[config.mk]
export PLATFORM = sky130hd
export DESIGN_NAME = mtf_layer
export DESIGN_NICKNAME = d
export VERILOG_FILES = /design/src/rtl/mlp_tanh_feedforward_core_macros.svh /design/src/rtl/mtf_pkg.sv /design/src/rtl/mtf_tanh_rom.sv /design/src/rtl/mtf_layer.sv
export SDC_FILE = /design/constraint.sdc
export NUM_CORES = 1
export LEC_CHECK = 0
export BUFFER_PORTS_ARGS = -buffer_cell sky130_fd_sc_hd__clkbuf_2
export CORE_MARGIN = 2
export CORE_UTILIZATION = 65
export DETAILED_ROUTE_END_ITERATION = 12
export HOLD_SLACK_MARGIN = 0.02
export PLACE_DENSITY = 0.93
export RECOVER_POWER = 100
export SYNTH_ARGS = -nofsm -noshare
export SYNTH_HDL_FRONTEND = slang
export SYNTH_HIERARCHICAL = 1
export SYNTH_SLANG_ARGS = --single-unit
[constraint.sdc]
create_clock -name clk_i -period 4.59 [get_ports clk_i]
set_clock_uncertainty 0.15 [all_clocks]
set_input_delay 0.918 -clock clk_i [delete_from_list [all_inputs] [get_ports clk_i]]
set_output_delay 0.918 -clock clk_i [all_outputs]
set_load 0.03 [all_outputs]
[src/rtl/mlp_tanh_feedforward_core_macros.svh]
// assertion helpers for the mlp tanh feedforward core
`ifndef MLP_TANH_FEEDFORWARD_CORE_MACROS_SVH
`define MLP_TANH_FEEDFORWARD_CORE_MACROS_SVH

// same-cycle implication, checked outside reset
`define MTF_ASSERT_NOW(label, clk, rst_n, ante, cons) \
  label: assert property (@(posedge clk) disable iff (!rst_n) (ante) |-> (cons)) \
    else $error("mtf check failed: same-cycle relation");

// next-cycle implication, checked outside reset
`define MTF_ASSERT_NEXT(label, clk, rst_n, ante, cons) \
  label: assert property (@(posedge clk) disable iff (!rst_n) (ante) |=> (cons)) \
    else $error("mtf check failed: next-cycle relation");

`endif

[src/rtl/mtf_pkg.sv]
`timescale 1ns / 1ps
`default_nettype none

package mtf_pkg;

  // data formats
  localparam int ACT_W          = 16;
  localparam int TANH_W         = 15;
  localparam int PWM_W          = 9;
  localparam int PWM_SCALE      = 255;
  localparam int TANH_MAX_DEPTH = 4096;

  // parameter defaults
  localparam int DEF_TANH_DEPTH  = 1024;
  localparam int DEF_WEIGHT_FRAC = 12;

  // network shape
  localparam int N_X  = 1;
  localparam int N_H1 = 3;
  localparam int N_H2 = 4;
  localparam int N_Y  = 1;

  // layer codes
  localparam int L_HID1 = 0;
  localparam int L_HID2 = 1;
  localparam int L_OUT  = 2;

  localparam logic signed [ACT_W-1:0] ACT_MAX = 16'sd32767;

  typedef logic signed [ACT_W-1:0]              act_t;
  typedef logic [TANH_MAX_DEPTH*TANH_W-1:0]    tanh_rom_t;

  // weights in units of 1e-8, last column is the bias
  localparam longint E8_SCALE = 64'sd100000000;
  localparam longint E8_HALF  = 64'sd50000000;

  localparam longint W1_E8 [N_H1][N_X+1] = '{
    '{-64'sd303455960, 64'sd290394588},
    '{-64'sd109763890, -64'sd70886087},
    '{-64'sd76857470,  -64'sd42865463}
  };

  localparam longint W2_E8 [N_H2][N_H1+1] = '{
    '{-64'sd68284827,  -64'sd21032326, -64'sd11784210, -64'sd2764689},
    '{-64'sd32831630,   64'sd18387903, -64'sd80329341,  64'sd94183746},
    '{-64'sd403018258,  64'sd55826217, -64'sd10950553, -64'sd24412867},
    '{-64'sd57183908,  -64'sd56724367,  64'sd50227013,  64'sd126036740}
  };

  localparam longint W3_E8 [N_H2+1] = '{
    64'sd5829049, 64'sd136496838, 64'sd220687278, 64'sd162508009, 64'sd29592965
  };

  // raw weight lookup, bias sits at input index n_in
  function automatic longint weight_e8(input int layer, input int o, input int i);
    longint w;
    w = 64'sd0;
    unique case (layer)
      L_HID1:  w = W1_E8[o][i];
      L_HID2:  w = W2_E8[o][i];
      default: w = W3_E8[i];
    endcase
    return w;
  endfunction

  // round half away from zero to fb fraction bits
  function automatic longint qweight(input longint v, input int fb);
    longint mag;
    longint q;
    mag = (v < 0) ? -v : v;
    q   = ((mag <<< fb) + E8_HALF) / E8_SCALE;
    return (v < 0) ? -q : q;
  endfunction

  // shift-subtract unsigned divide for table generation
  function automatic logic [63:0] udiv64(input logic [63:0] num, input logic [63:0] den);
    logic [64:0] rem;
    logic [63:0] quo;
    rem = '0;
    quo = '0;
    for (int b = 63; b >= 0; b--) begin
      rem = {rem[63:0], num[b]};
      if (rem >= {1'b0, den}) begin
        rem    = rem - {1'b0, den};
        quo[b] = 1'b1;
      end
    end
    return quo;
  endfunction

  // tanh magnitude table: entry k covers |x| in [4k/depth, 4(k+1)/depth)
  function automatic tanh_rom_t build_tanh_rom(input int depth);
    tanh_rom_t   rom;
    logic [63:0] one;
    logic [63:0] term;
    logic [63:0] e;
    logic [63:0] num;
    logic [63:0] den;
    logic [63:0] t;
    logic [63:0] cu;
    longint      c;
    rom  = '0;
    one  = 64'd1 << 32;
    term = one;
    e    = one;
    c    = longint'(one);
    // c = exp(-8/depth) by truncated series
    for (int n = 1; n <= 12; n++) begin
      term = udiv64(term * 64'd8, 64'(depth) * 64'(n));
      if (n[0]) begin
        c = c - longint'(term);
      end else begin
        c = c + longint'(term);
      end
    end
    if (c < 0) begin
      c = 0;
    end
    if (c >= longint'(one)) begin
      c = longint'(one) - 1;
    end
    cu = 64'(c);
    for (int k = 0; k < depth; k++) begin
      num = (one - e) << 15;
      den = one + e;
      t   = udiv64(num + (den >> 1), den);
      if (t > 64'd32767) begin
        t = 64'd32767;
      end
      rom[k*TANH_W +: TANH_W] = t[TANH_W-1:0];
      e = (e * cu) >> 32;
    end
    return rom;
  endfunction

endpackage

`default_nettype wire

[src/rtl/mtf_tanh_rom.sv]
`timescale 1ns / 1ps
`default_nettype none

module mtf_tanh_rom #(
  parameter int TANH_TABLE_DEPTH = mtf_pkg::DEF_TANH_DEPTH,
  parameter logic [TANH_TABLE_DEPTH*mtf_pkg::TANH_W-1:0] TANH_ROM = '0
) (
  input  wire logic                                clk_i,
  input  wire logic                                en_i,
  input  wire logic [$clog2(TANH_TABLE_DEPTH)-1:0] addr_i,
  output logic      [mtf_pkg::TANH_W-1:0]          data_o
);

  logic [mtf_pkg::TANH_W-1:0] data_q;

  // registered table read, held while the pipeline is frozen
  always_ff @(posedge clk_i) begin
    if (en_i) begin
      data_q <= TANH_ROM[addr_i * mtf_pkg::TANH_W +: mtf_pkg::TANH_W];
    end
  end

  assign data_o = data_q;

endmodule

`default_nettype wire

[src/rtl/mtf_layer.sv]
`timescale 1ns / 1ps
`default_nettype none

module mtf_layer #(
  parameter int LAYER            = mtf_pkg::L_HID1,
  parameter int N_IN             = mtf_pkg::N_X,
  parameter int N_OUT            = mtf_pkg::N_H1,
  parameter int WEIGHT_FRAC_BITS = mtf_pkg::DEF_WEIGHT_FRAC,
  parameter int TANH_TABLE_DEPTH = mtf_pkg::DEF_TANH_DEPTH,
  parameter logic [TANH_TABLE_DEPTH*mtf_pkg::TANH_W-1:0] TANH_ROM = '0
) (
  input  wire logic          clk_i,
  input  wire logic          rst_ni,
  input  wire logic          en_i,
  input  wire logic          valid_i,
  input  wire mtf_pkg::act_t act_i [N_IN],
  output logic               valid_o,
  output mtf_pkg::act_t      act_o [N_OUT]
);

  localparam int W_W    = WEIGHT_FRAC_BITS + 4;
  localparam int P_W    = mtf_pkg::ACT_W + W_W;
  localparam int ACC_W  = WEIGHT_FRAC_BITS + 19;
  localparam int FRAC_W = WEIGHT_FRAC_BITS + 17;
  localparam int IDX_W  = $clog2(TANH_TABLE_DEPTH);
  localparam int SCL_W  = FRAC_W + IDX_W + 1;
  localparam int NSTG   = 4;

  logic [NSTG-1:0] vld_q;

  // valid bits: product, sum, index, table read
  always_ff @(posedge clk_i or negedge rst_ni) begin
    if (!rst_ni) begin
      vld_q <= '0;
    end else if (en_i) begin
      vld_q <= {vld_q[NSTG-2:0], valid_i};
    end
  end

  assign valid_o = vld_q[NSTG-1];

  for (genvar o = 0; o < N_OUT; o++) begin : g_neuron
    localparam logic signed [ACC_W-1:0] BIAS = ACC_W'(
      mtf_pkg::qweight(mtf_pkg::weight_e8(LAYER, o, N_IN), WEIGHT_FRAC_BITS) * 64'sd32768);

    logic signed [W_W-1:0]           wgt    [N_IN];
    logic signed [P_W-1:0]           prod_q [N_IN];
    logic signed [ACC_W-1:0]         acc_d;
    logic signed [ACC_W-1:0]         acc_q;
    logic        [ACC_W-1:0]         mag;
    logic        [SCL_W-1:0]         scaled;
    logic        [IDX_W-1:0]         idx_d;
    logic        [IDX_W-1:0]         idx_q;
    logic                            sat_d;
    logic                            sat_q;
    logic                            neg_q;
    logic                            sat4_q;
    logic                            neg4_q;
    logic        [mtf_pkg::TANH_W-1:0] rom_data;
    logic signed [mtf_pkg::ACT_W-1:0]  act_mag;

    // quantized weights
    for (genvar i = 0; i < N_IN; i++) begin : g_wgt
      assign wgt[i] = W_W'(
        mtf_pkg::qweight(mtf_pkg::weight_e8(LAYER, o, i), WEIGHT_FRAC_BITS));
    end

    // weighted sum plus bias
    always_comb begin
      acc_d = BIAS;
      for (int i = 0; i < N_IN; i++) begin
        acc_d = acc_d + ACC_W'(prod_q[i]);
      end
    end

    // magnitude, saturation and table index
    always_comb begin
      mag    = acc_q[ACC_W-1] ? $unsigned(-acc_q) : $unsigned(acc_q);
      sat_d  = |mag[ACC_W-1:FRAC_W];
      scaled = SCL_W'(mag[FRAC_W-1:0]) * SCL_W'(TANH_TABLE_DEPTH);
      idx_d  = scaled[FRAC_W +: IDX_W];
    end

    // datapath stages
    always_ff @(posedge clk_i) begin
      if (en_i) begin
        for (int i = 0; i < N_IN; i++) begin
          prod_q[i] <= P_W'(act_i[i]) * P_W'(wgt[i]);
        end
        acc_q  <= acc_d;
        idx_q  <= idx_d;
        sat_q  <= sat_d;
        neg_q  <= acc_q[ACC_W-1];
        sat4_q <= sat_q;
        neg4_q <= neg_q;
      end
    end

    mtf_tanh_rom #(
      .TANH_TABLE_DEPTH(TANH_TABLE_DEPTH),
      .TANH_ROM        (TANH_ROM)
    ) u_rom (
      .clk_i (clk_i),
      .en_i  (en_i),
      .addr_i(idx_q),
      .data_o(rom_data)
    );

    // apply saturation and sign
    assign act_mag  = sat4_q ? mtf_pkg::ACT_MAX : $signed({1'b0, rom_data});
    assign act_o[o] = neg4_q ? -act_mag : act_mag;
  end

endmodule

`default_nettype wire

==> qor.yml, run 1 <==
cts:
  ctsHoldBuffers: 0
  htreeDepth: 4
  cts-buffers-inserted: 17
  clockBufferDepth: 2
  clock-root-buffer: "clkbuf_16"
yosys:
  synthCells: 1836
  ys_warn_count: 6
  avgSynthCellArea_um2: 10.6
  syn_area_um2: 19500
global_routing:
  grt_pass1_wl_um: 149000
  grt.total_usage_pct: 67.4
  grt_pass1_vias: 22133
  grt_max_degree: 81
  grt_overflow: 21
placement:
  placed_cells: 2565
  gp_congestion: 0.976
  pre_cts_ws_ns: -1.70
  io_buffers: 68
  hpwl_um: 45400
status:
  outcome: "stopped before the end"
  tool.error: "[ERROR GRT-0116] Global routing finished with congestion. Check the congestion regions in the DRC Viewer."
  haltStage: "global routing"
floorplan:
  die_y_um: 177
  initial_core_util_pct: 65.9
  io-pin-count: 69
  fp-row-count: 63
  die_w_um: 177
stage by stage:
stage / setup TNS, ns / instance area [um^2]
floorplan: -27.72 / 20400
global placement: -58.42 / 23100
detailed placement: -72.23 / 23100
CTS: -36.82 / 25200
per-layer routing:
| layer | track usage, % | overflow |
|---|---|---|
| met2 | 83.8 | 9 |
| met1 | 67.4 | 0 |
| met4 | 65.8 | 11 |
| met5 | 34.3 | 0 |
| met3 | 51.3 | 1 |
what timing repair did:
item,in CTS
resized for setup,260
pin swaps,134
endpoints found under the setup margin,58
setup buffers,39
==> inputs of run 2 (changes only) <==
--- a/config.mk
+++ b/config.mk
@@ -7,10 +7,9 @@
 export LEC_CHECK = 0
 export BUFFER_PORTS_ARGS = -buffer_cell sky130_fd_sc_hd__clkbuf_2
 export CORE_MARGIN = 2
-export CORE_UTILIZATION = 65
+export CORE_UTILIZATION = 40
 export DETAILED_ROUTE_END_ITERATION = 12
-export HOLD_SLACK_MARGIN = 0.02
-export PLACE_DENSITY = 0.93
+export PLACE_DENSITY_LB_ADDON = 0.15
 export RECOVER_POWER = 100
 export SYNTH_ARGS = -nofsm -noshare
 export SYNTH_HDL_FRONTEND = slang
==> run 2 against run 1 <==
  * The flow now finishes, with violations (capacitance limit, slew limit, setup timing)
  * Area after synthesis unchanged
  * Synthesized cell count unchanged
==> qor.yml, run 2 <==
cts:
  numClockSinks: 179
  ctsHoldBuffers: 0  # unchanged
  htreeDepth: 4  # unchanged
  clk_pin_slew_worst_paths_ns: 0.07
  tritoncts: "done"
  clock-root-buffer: "clkbuf_16"
  cts-buffers-inserted: 17  # unchanged
  clk_latency_ns: 0.49
  clockBufferDepth: 2  # unchanged
floorplan:
  die_w_um: 225  # +27%
  die_y_um: 225  # +27%
  fp-row-count: 80  # +27%
  placeableCoreArea_um2: 47900
  io-pin-count: 69  # unchanged
  initial_core_util_pct: 40.7  # -25 points
  die_area_um2: 50600
final_layout:
  multi_input_area_um2: 13900
  fillers: 4269
  top_register: "g_neuron.acc_q"
  layout_common_cells: "365 x inv_1, 292 x buf_4, 216 x fa_1"
  mostFrequentLayoutCell: "inv_1"
  layout.area.seq_um2: 5360
  nets: 2757
  drive_gt1_share_pct: 29.4
  area_growth_pct: 31.0
  fin_cells: 2877
  largest_register_ffs: 83
  reg.largest.list: "g_neuron.acc_q: 83 flops, g_neuron.prod_q: 80 flops, vld_q: 4 flops"
  antenna_cells: 0
placement:
  hpwl_um: 37800  # -17%
  placed_cells: 2797  # +9.0%
  pre_cts_ws_ns: -1.52  # +0.177 ns
  io_buffers: 68  # unchanged
  gp_congestion: 0.855  # -12%
routing:
  viasPerCell: 4.78
  wl_met2_um: 22100
  wl_per_cell_um: 15.8
  vias: 13756
  routed.top_layer: "met4"
  totalWireLength_um: 45500
  dr.pass1.iters: 5
  antenna_left: 0
  met3_wirelength_um: 1220
  drt_iter0_markers: 504
  drc: 0
  met1_length_um: 21300
setup_path:
  required_ns: 4.67
  cpPeakStageDelay_ns: 0.54
  critPathBufInv: 6
  crit_top_cell: "ha_4"
  cp.arrival_ns: 5.47
  ff2ff_setup_slack_ns: 0.76
  crit_chain: "clkbuf_16 -> clkinvlp_4 -> buf_12 -> ha_4 -> inv_2 -> fa_1 -> inv_1 -> fa_1 -> inv_1 -> fa_2 -> fa_2 -> ha_4 -> ha_4 -> or4_4 -> a211oi_2 -> a211oi_2 -> a21o_1 -> a21o_1 -> a21oi_2 -> xnor2_1"
  start_kind: "input pin"
  path_max_fanout: 5
  critical_path_class: "in -> reg"
  cpLargestDelayFamily: "adder cells"
  cp_slowest_cell: "fa_1"
  end_kind: "flop"
sta:
  hold_viol: 0
  tns_ns: -27.36
  min_period_ns: 5.39
  slew_headroom_pct: -40.9
  rsz0062_at_grt: "yes"
  finalSetupViolCount: 51
  worst_pin_slew_ns: 2.11
  fin_crit_sh_pct: 117
  max_freq_mhz: 186
  maxSlewViolCount: 86
  fin_hold_ws_ns: 0.108
  setup_slack_ns: -0.801
status:
  violations: "capacitance limit, slew limit, setup timing"
  outcome: "complete, but fails checks"
yosys:
  synthCells: 1836  # unchanged
  syn_area_um2: 19500  # unchanged
  avgSynthCellArea_um2: 10.6  # unchanged
  ys_warn_count: 6  # unchanged
global_routing:
  grt_max_degree: 86
  antenna_found_initial: 0
  grt.total_usage_pct: 19.3
  grt_pass1_vias: 14970
  grt_pass1_wl_um: 75800
  grt_overflow: 0
hold_path:
  hold_path.class: "in -> async"
run:
  max_cap_violations: 1
==> run 2: metrics by stage <==
step | cell area [um^2] | utilization (%)
2_1_floorplan | 20400 | -
3_3_place_gp | 23400 | 48.9
3_5_place_dp | 23400 | 48.9
4_1_cts | 25300 | 52.7
5_1_grt | 25600 | 53.4
6_report | 25600 | 53.4
==> run 2: final timing paths <==
check,from,endpoint,depth (start not counted)
max in group asynchronous,rst_ni,vld_q[1],1
setup reg to reg,g_neuron[0].acc_q[1],g_neuron[2].sat_q,7
hold reg to reg,g_neuron[2].prod_q[0][0],g_neuron[0].acc_q[1],0
min in group clk_i,g_neuron[2].prod_q[0][0],g_neuron[0].acc_q[1],0
setup / recovery,act_i[7],g_neuron[0].prod_q[0][22],20
hold / removal,rst_ni,vld_q[2],1
==> run 2: what timing repair did <==
action                                  CTS  global route
endpoints found under the hold margin     0             0
buffers inserted                         45            13
gates resized for setup                 190            86
endpoints found under the setup margin   55            55
pin swaps                               135            71
==> run 2: final cells by class <==
class	instances	area share, %
Clock inverter	15	0.572
Multi-Input combinational cell	1203	54.5
Timing Repair Buffer	428	13.1
Tap cell	615	3.01
Inverter	420	6.28
Clock buffer	17	1.66
Sequential cell	179	20.9
==> run 2: layer usage <==
metal | global-route usage (%) | up-vias
li1 | - | 6783
met1 | 25.9 | 6810
met2 | 32.0 | 118
met3 | 3.30 | 45
met4 | 5.81 | 0
met5 | 0 | -
Power of run 2 is left out: the tool's default activity adds up to more than one toggle a clock period on the data nets, which glitch-free logic cannot reach.
==> inputs of run 3 (changes only) <==
--- a/config.mk
+++ b/config.mk
@@ -11,6 +11,7 @@
 export DETAILED_ROUTE_END_ITERATION = 12
 export PLACE_DENSITY_LB_ADDON = 0.15
 export RECOVER_POWER = 100
+export SKIP_CTS_REPAIR_TIMING = 1
 export SYNTH_ARGS = -nofsm -noshare
 export SYNTH_HDL_FRONTEND = slang
 export SYNTH_HIERARCHICAL = 1
==> run 3 against run 2 <==
  * The run still ends with capacitance limit, slew limit, setup timing left
  * First-iteration DRC count increased by 2.4%
  * Design area decreased by 0.94%
  * Highest routed layer unchanged
  * Routed wire length decreased by 0.69%
  * Register-to-register slack about the same
  * Critical path depth decreased by 1
  * Final cell count decreased by 0.42%
  * Worst hold slack improved by 0.0013 ns
  * Non-clock buffer count decreased by 12
  * Via count decreased by 0.35%
  * Sequential cell count unchanged
  * Sequential share of layout area increased by 0.20 points
==> qor.yml, run 3 (synthesis gave the netlist of run 2 again) <==
sta:
  fin_hold_ws_ns: 0.109  # +0.00125 ns
  maxSlewViolCount: 86  # unchanged
  tns_ns: -24.67  # +2.69 ns
  rsz0062_at_grt: "yes"
  hold_viol: 0  # unchanged
  max_freq_mhz: 184  # -1.1%
  finalSetupViolCount: 51  # unchanged
  worst_pin_slew_ns: 2.12  # +0.00337 ns
  slew_headroom_pct: -41.2  # -0.22 points
  setup_slack_ns: -0.859  # -0.0581 ns
  fin_crit_sh_pct: 119  # +1.3 points
  min_period_ns: 5.45  # +0.0581 ns
status:
  outcome: "complete, but fails checks"
  violations: "capacitance limit, slew limit, setup timing"
setup_path:
  critical_path_class: "in -> reg"
  cp_slowest_cell: "fa_2"
  cp.arrival_ns: 5.53  # +0.06 ns
  required_ns: 4.67  # about the same
  path_max_fanout: 6  # +1
  end_kind: "flop"
  crit_chain: "buf_12 -> fa_2 -> inv_2 -> fa_1 -> inv_2 -> fa_1 -> inv_2 -> fa_1 -> inv_1 -> fa_1 -> ha_4 -> ha_4 -> or4_4 -> a211oi_2 -> a211oi_2 -> a21o_1 -> nand3_2 -> o211ai_1 -> xor2_1"
  start_kind: "input pin"
  cpPeakStageDelay_ns: 0.58  # +0.04 ns
  crit_top_cell: "fa_1"
final_layout:
  fillers: 4292  # +0.54%
  layout_common_cells: "362 x inv_1, 286 x buf_4, 216 x fa_1"
  mostFrequentLayoutCell: "inv_1"
  multi_input_area_um2: 13900  # -0.26%
  top_register: "g_neuron.acc_q"
  antenna_cells: 0  # unchanged
  largest_register_ffs: 83  # unchanged
  area_growth_pct: 29.7
  drive_gt1_share_pct: 28.9  # -0.42 points
  reg.largest.list: "g_neuron.acc_q: 83 flops, g_neuron.prod_q: 80 flops, vld_q: 4 flops"
  layout.area.seq_um2: 5360  # unchanged
  finalInstanceArea_um2: 25300  # -0.94%
  nets: 2745  # -0.44%
placement:
  io_buffers: 68  # unchanged
  pre_cts_ws_ns: -1.52  # unchanged
  place_area_um2: 23400  # unchanged
  gp_congestion: 0.855  # unchanged
  hpwl_um: 37800  # unchanged
routing:
  vias: 13708  # -0.35%
  totalWireLength_um: 45200  # -0.69%
  wl_per_cell_um: 15.8  # -0.28%
  drc: 0  # unchanged
  dr.pass1.iters: 5  # unchanged
  drt_iter0_markers: 516  # +2.4%
  antenna_left: 0  # unchanged
  viasPerCell: 4.78  # about the same
floorplan:
  placeableCoreArea_um2: 47900  # unchanged
  die_area_um2: 50600  # unchanged
  io-pin-count: 69  # unchanged
  die_y_um: 225  # unchanged
  initial_core_util_pct: 40.7  # unchanged
  die_w_um: 225  # unchanged
  fp-row-count: 80  # unchanged
global_routing:
  grt.total_usage_pct: 18.9  # -0.46 points
  antenna_found_initial: 0  # unchanged
  grt_pass1_wl_um: 73900  # -2.5%
  grt_pass1_vias: 14481  # -3.3%
  grt_overflow: 0  # unchanged
  grt_max_degree: 86  # unchanged
cts:
  htreeDepth: 4  # unchanged
  clockBufferDepth: 2  # unchanged
  clock-root-buffer: "clkbuf_16"
  cts-buffers-inserted: 17  # unchanged
  clk_latency_ns: 0.48  # about the same
  numClockSinks: 179  # unchanged
  clk_pin_slew_worst_paths_ns: 0.07  # about the same
  tritoncts: "done"
run:
  max_cap_violations: 1  # unchanged
hold_path:
  hold_path.class: "in -> async"
## run 3: cell type report
class	count	share of cell area (%)
clock buffer	17	1.68
clock inverter	15	0.578
inverter	420	6.31
multi-input combinational	1203	54.9
sequential	179	21.1
tap	615	3.04
timing repair buffer	416	12.4
## run 3: stage by stage
stage                     utilization, %  std cells
final                               52.9       2865
after global placement              48.9       2797
after detailed placement            48.9       2797
after global routing                52.9       2865
after CTS                           50.1       2829
after floorplan                        -       1878
## run 3: path summary, 6_finish.rpt
check	startpoint	end	slack, ns	cells after the start
min in group clk_i	g_neuron[0].prod_q[0][3]	g_neuron[0].acc_q[4]	0.27	0
setup / recovery	act_i[8]	g_neuron[0].prod_q[0][24]	-0.86	19
hold reg to reg	g_neuron[0].prod_q[0][3]	g_neuron[0].acc_q[4]	0.27	0
max in group asynchronous	rst_ni	vld_q[1]	4.00	1
hold / removal	rst_ni	vld_q[2]	0.11	1
setup reg to reg	g_neuron[0].acc_q[1]	g_neuron[2].sat_q	0.77	7
## run 3: routing by layer
layer,vias to the layer above,wire [um],global-route usage (%)
met3,47,1090,3.17
met2,128,21800,30.8
met1,6767,21300,25.6
met5,-,0,0
met4,0,1000,5.85
li1,6766,-,-
## run 3: critical path, delay by kind of cell
kind	cells	cell delay, ns
buffers and inverters	5	0.29
adder cells (fa/ha/maj)	7	2.99
AND/OR/NAND/NOR	2	0.52
AO/OA/AOI/OAI	4	0.64
XOR/XNOR	1	0.17
Power of run 3 is left out for the same reason.
